[src/rtl/core/sprc_ram.sv]
`default_nettype none

module sprc_ram #(
  parameter int WIDTH = 8,
  parameter int DEPTH = 16
) (
  input  wire logic                     clk,
  input  wire logic                     we,
  input  wire logic [$clog2(DEPTH)-1:0] waddr,
  input  wire logic [WIDTH-1:0]         wdata,
  input  wire logic [$clog2(DEPTH)-1:0] raddr,
  output logic      [WIDTH-1:0]         rdata
);

  logic [WIDTH-1:0] mem [DEPTH];

  always_ff @(posedge clk) begin
    if (we) begin
      mem[waddr] <= wdata;
    end
    rdata <= mem[raddr];
  end

endmodule

`default_nettype wire

[config.mk]
export PLATFORM = sky130hd
export DESIGN_NAME = sprc_ram
export DESIGN_NICKNAME = d
export VERILOG_FILES = /design/src/rtl/core/sprc_ram.sv
export SDC_FILE = /design/constraint.sdc
export NUM_CORES = 1
export LEC_CHECK = 0
export BUFFER_PORTS_ARGS = -buffer_cell sky130_fd_sc_hd__buf_2
export CAP_MARGIN = 20
export CORE_MARGIN = 2
export CORE_UTILIZATION = 55
export CTS_CLUSTER_DIAMETER = 80
export CTS_CLUSTER_SIZE = 20
export DETAILED_ROUTE_END_ITERATION = 16
export PLACE_DENSITY = 0.73
export SYNTH_ARGS = -nofsm -noshare
export SYNTH_HDL_FRONTEND = slang
export SYNTH_SLANG_ARGS = --single-unit
[constraint.sdc]
create_clock -name clk -period 2.53 [get_ports clk]
set_input_delay 0.759 -clock clk [delete_from_list [all_inputs] [get_ports clk]]
set_output_delay 0.759 -clock clk [all_outputs]
set_load 0.05 [all_outputs]
==> impl_metrics.env <==
export IMPL_status="finished clean"
export IMPL_fp_dieW_um=101
export IMPL_cp_required_ns=1.77
export IMPL_first_global_vias=2505
export IMPL_worstPathCellList="buf_2"
export IMPL_die_h_um=101
export IMPL_cts_tree="done"
export IMPL_path_max_fanout=1
export IMPL_port_buffer_count=25
export IMPL_n_antenna_cell=0
export IMPL_seq_area_um2=4000
export IMPL_cts_buffers=17
export IMPL_leakage_nw=2.10
export IMPL_final_core_util_pct=66.7
export IMPL_wirelength_mm=9.59
export IMPL_crit_family="flip-flops"
export IMPL_dr_pass1_iters=5
export IMPL_synth_area_um2=5150
export IMPL_grt_max_degree=23
export IMPL_die_area_um2=10100
export IMPL_crit_end="rdata[0]"
export IMPL_worst_pin_slew_ns=0.637
export IMPL_period_share_pct=74.0
export IMPL_gr_total_overflow=0
export IMPL_rows=35
export IMPL_cts_sinks=136
export IMPL_cts_root_buf="clkbuf_8"
export IMPL_syn_inst=229
export IMPL_drc=0
export IMPL_wl_per_cell_um=23.6
export IMPL_synth_seq_area_share_pct=77.8
export IMPL_drt_iter0_markers=299
export IMPL_vdd_drop_max_mv=0.488
export IMPL_clk_pin_slew_worst_paths_ns=0.06
export IMPL_relSlewSlack_pct=57.4
export IMPL_gp_routability_congestion=0.800
export IMPL_synthesis_nets=247
export IMPL_grt_pass1_wl_mm=14.6
export IMPL_cts_hold_buf=0
export IMPL_antenna_found_initial=0
export IMPL_cap_violations=0
export IMPL_hold_violations=0
export IMPL_yosysUniqueCellTypes=19
export IMPL_vias=2463
export IMPL_area_growth_pct=18.6
export IMPL_hold_path_class="input port to flop"
export IMPL_p_per_area_nw_per_um2=857
export IMPL_rrSetupSlack_ns=1.16
export IMPL_min_path_cells=1
export IMPL_start_util_pct=56.2
export IMPL_ctsResizeCount=0
export IMPL_hpwl_mm=5.94
export IMPL_rsz0062_at_grt="no"
export IMPL_clock_skew_ns=0.00962
export IMPL_slowest_delay_ns=0.34
export IMPL_crit_arrival_ns=1.11
export IMPL_critPathBufInv=1
export IMPL_multi_input_area_um2=1060
export IMPL_rr_endpoint="rdata[0]"
export IMPL_cts_max_level=4
export IMPL_critPathKind="flop to primary output"
export IMPL_num_fill_cells=573
export IMPL_cp_end_kind="primary output"
export IMPL_track_usage_pct=21.0
export IMPL_fin_tns_setup_ns=0
export IMPL_yosys_warnings=0
export IMPL_viasPerCell=6.05
export IMPL_reg2reg_depth=3
export IMPL_crit_start="rdata[0]"
export IMPL_clock_latency_ns=0.51
export IMPL_cts_max_path_buffers=2
export IMPL_coreArea_um2=9150
export IMPL_drv_slew=0
export IMPL_crit_cells=1
export IMPL_crit_slowest_cell="dfxtp_1"
export IMPL_setup_viol=0
export IMPL_fin_crit_ns=1.87
export IMPL_nNetsFinal=301
export IMPL_r2r_start="mem[1][0]"
export IMPL_max_freq_mhz=534
export IMPL_post_cts_setup_buffers=0
export IMPL_drive_gt1_share_pct=32.1
export IMPL_final_antenna_net_count=0
export IMPL_ys_ff_latch=136
export IMPL_cp_start_kind="flop"
export IMPL_ios=26
export IMPL_avgSynthCellArea_um2=22.5
-- layout make-up --
| cell class | count | area share [%] |
|---|---|---|
| Timing Repair Buffer | 45 | 5.13 |
| Multi-Input combinational cell | 83 | 17.3 |
| Sequential cell | 136 | 65.6 |
| Clock inverter | 14 | 2.83 |
| Clock buffer | 18 | 6.85 |
| Tap cell | 111 | 2.28 |
-- cell usage in the layout, fill, tap and decap left out, types with 4 or more instances in the layout --
cell type,synthesis,layout
a22oi_1,16,16
buf_2,3,25
buf_4,1,17
clkbuf_16,0,16
dfxtp_1,8,8
edfxtp_1,128,128
inv_6,0,4
mux4_1,14,14
mux4_2,18,18
nand2_1,9,9
nor2_1,13,13
nor3_1,4,4
-- worst min-delay path by stage --
stage	from	endpoint
finish	wdata[4]	mem[4][4]
detailed placement	mem[14][5]	rdata[5]
CTS	wdata[4]	mem[4][4]
global placement	mem[11][5]	rdata[5]
floorplan	mem[7][0]	rdata[0]
global route	wdata[4]	mem[7][4]
-- routing by layer --
layer | wire, um | global-route usage (%) | vias to the layer above
met3 | 634 | 4.72 | 11
met1 | 4150 | 30.4 | 1277
li1 | - | - | 1084
met2 | 4700 | 31.3 | 91
met5 | 0 | 0 | -
met4 | 114 | 8.75 | 0
-- cells in the mapped netlist --
cell	n	area, um^2
and2b_1	1	7.51
dfxtp_1	8	160
nand3_1	1	5.00
nand2_1	9	33.8
nand3b_1	2	15.0
and2_1	1	6.26
mux4_1	14	368
nor2_1	13	48.8
a22oi_1	16	120
nor3_1	4	20.0
mux4_2	18	405
edfxtp_1	128	3840
buf_2	3	15.0
nor2b_1	1	6.26
buf_4	1	7.51
or3b_2	1	8.76
clkdlybuf4s25_2	3	30.0
nand2b_1	2	12.5
buf_6	3	33.8
-- report_power, final --
part | switching [mW] | internal (mW)
Sequential | 0.0132 | 2.52
Combinational | 0.183 | 0.105
Clock | 0.903 | 1.51
-- stage by stage --
| step | power [mW] | area, um^2 | hold slack [ns] | setup WS, ns | instances |
|---|---|---|---|---|---|
| after CTS | 5.28 | 6100 | 0.613 | 0.603 | 407 |
| after detailed placement | 2.87 | 5510 | 0.669 | 0.395 | 375 |
| after global placement | 2.86 | 5510 | 0.656 | 0.400 | 375 |
| final | 5.23 | 6100 | 0.634 | 0.659 | 407 |
| after global routing | 5.40 | 6100 | 0.621 | 0.593 | 407 |
| after floorplan | 2.76 | 5150 | 0.629 | 0.278 | 229 |
-- flip-flops by register name, indices dropped and copies added (netlist names) --
register	cells
mem	128
rdata	8
-- logic make-up after synthesis --
family / Yosys count / share of synthesized area, %
AOI/OAI and AO/OA: 16 / 2.33
DFF: 136 / 77.8
muxes: 32 / 15.0
and+or+nand+nor: 35 / 3.18
buffers and inverters: 10 / 1.68
(Power assumes the default switching activity.)
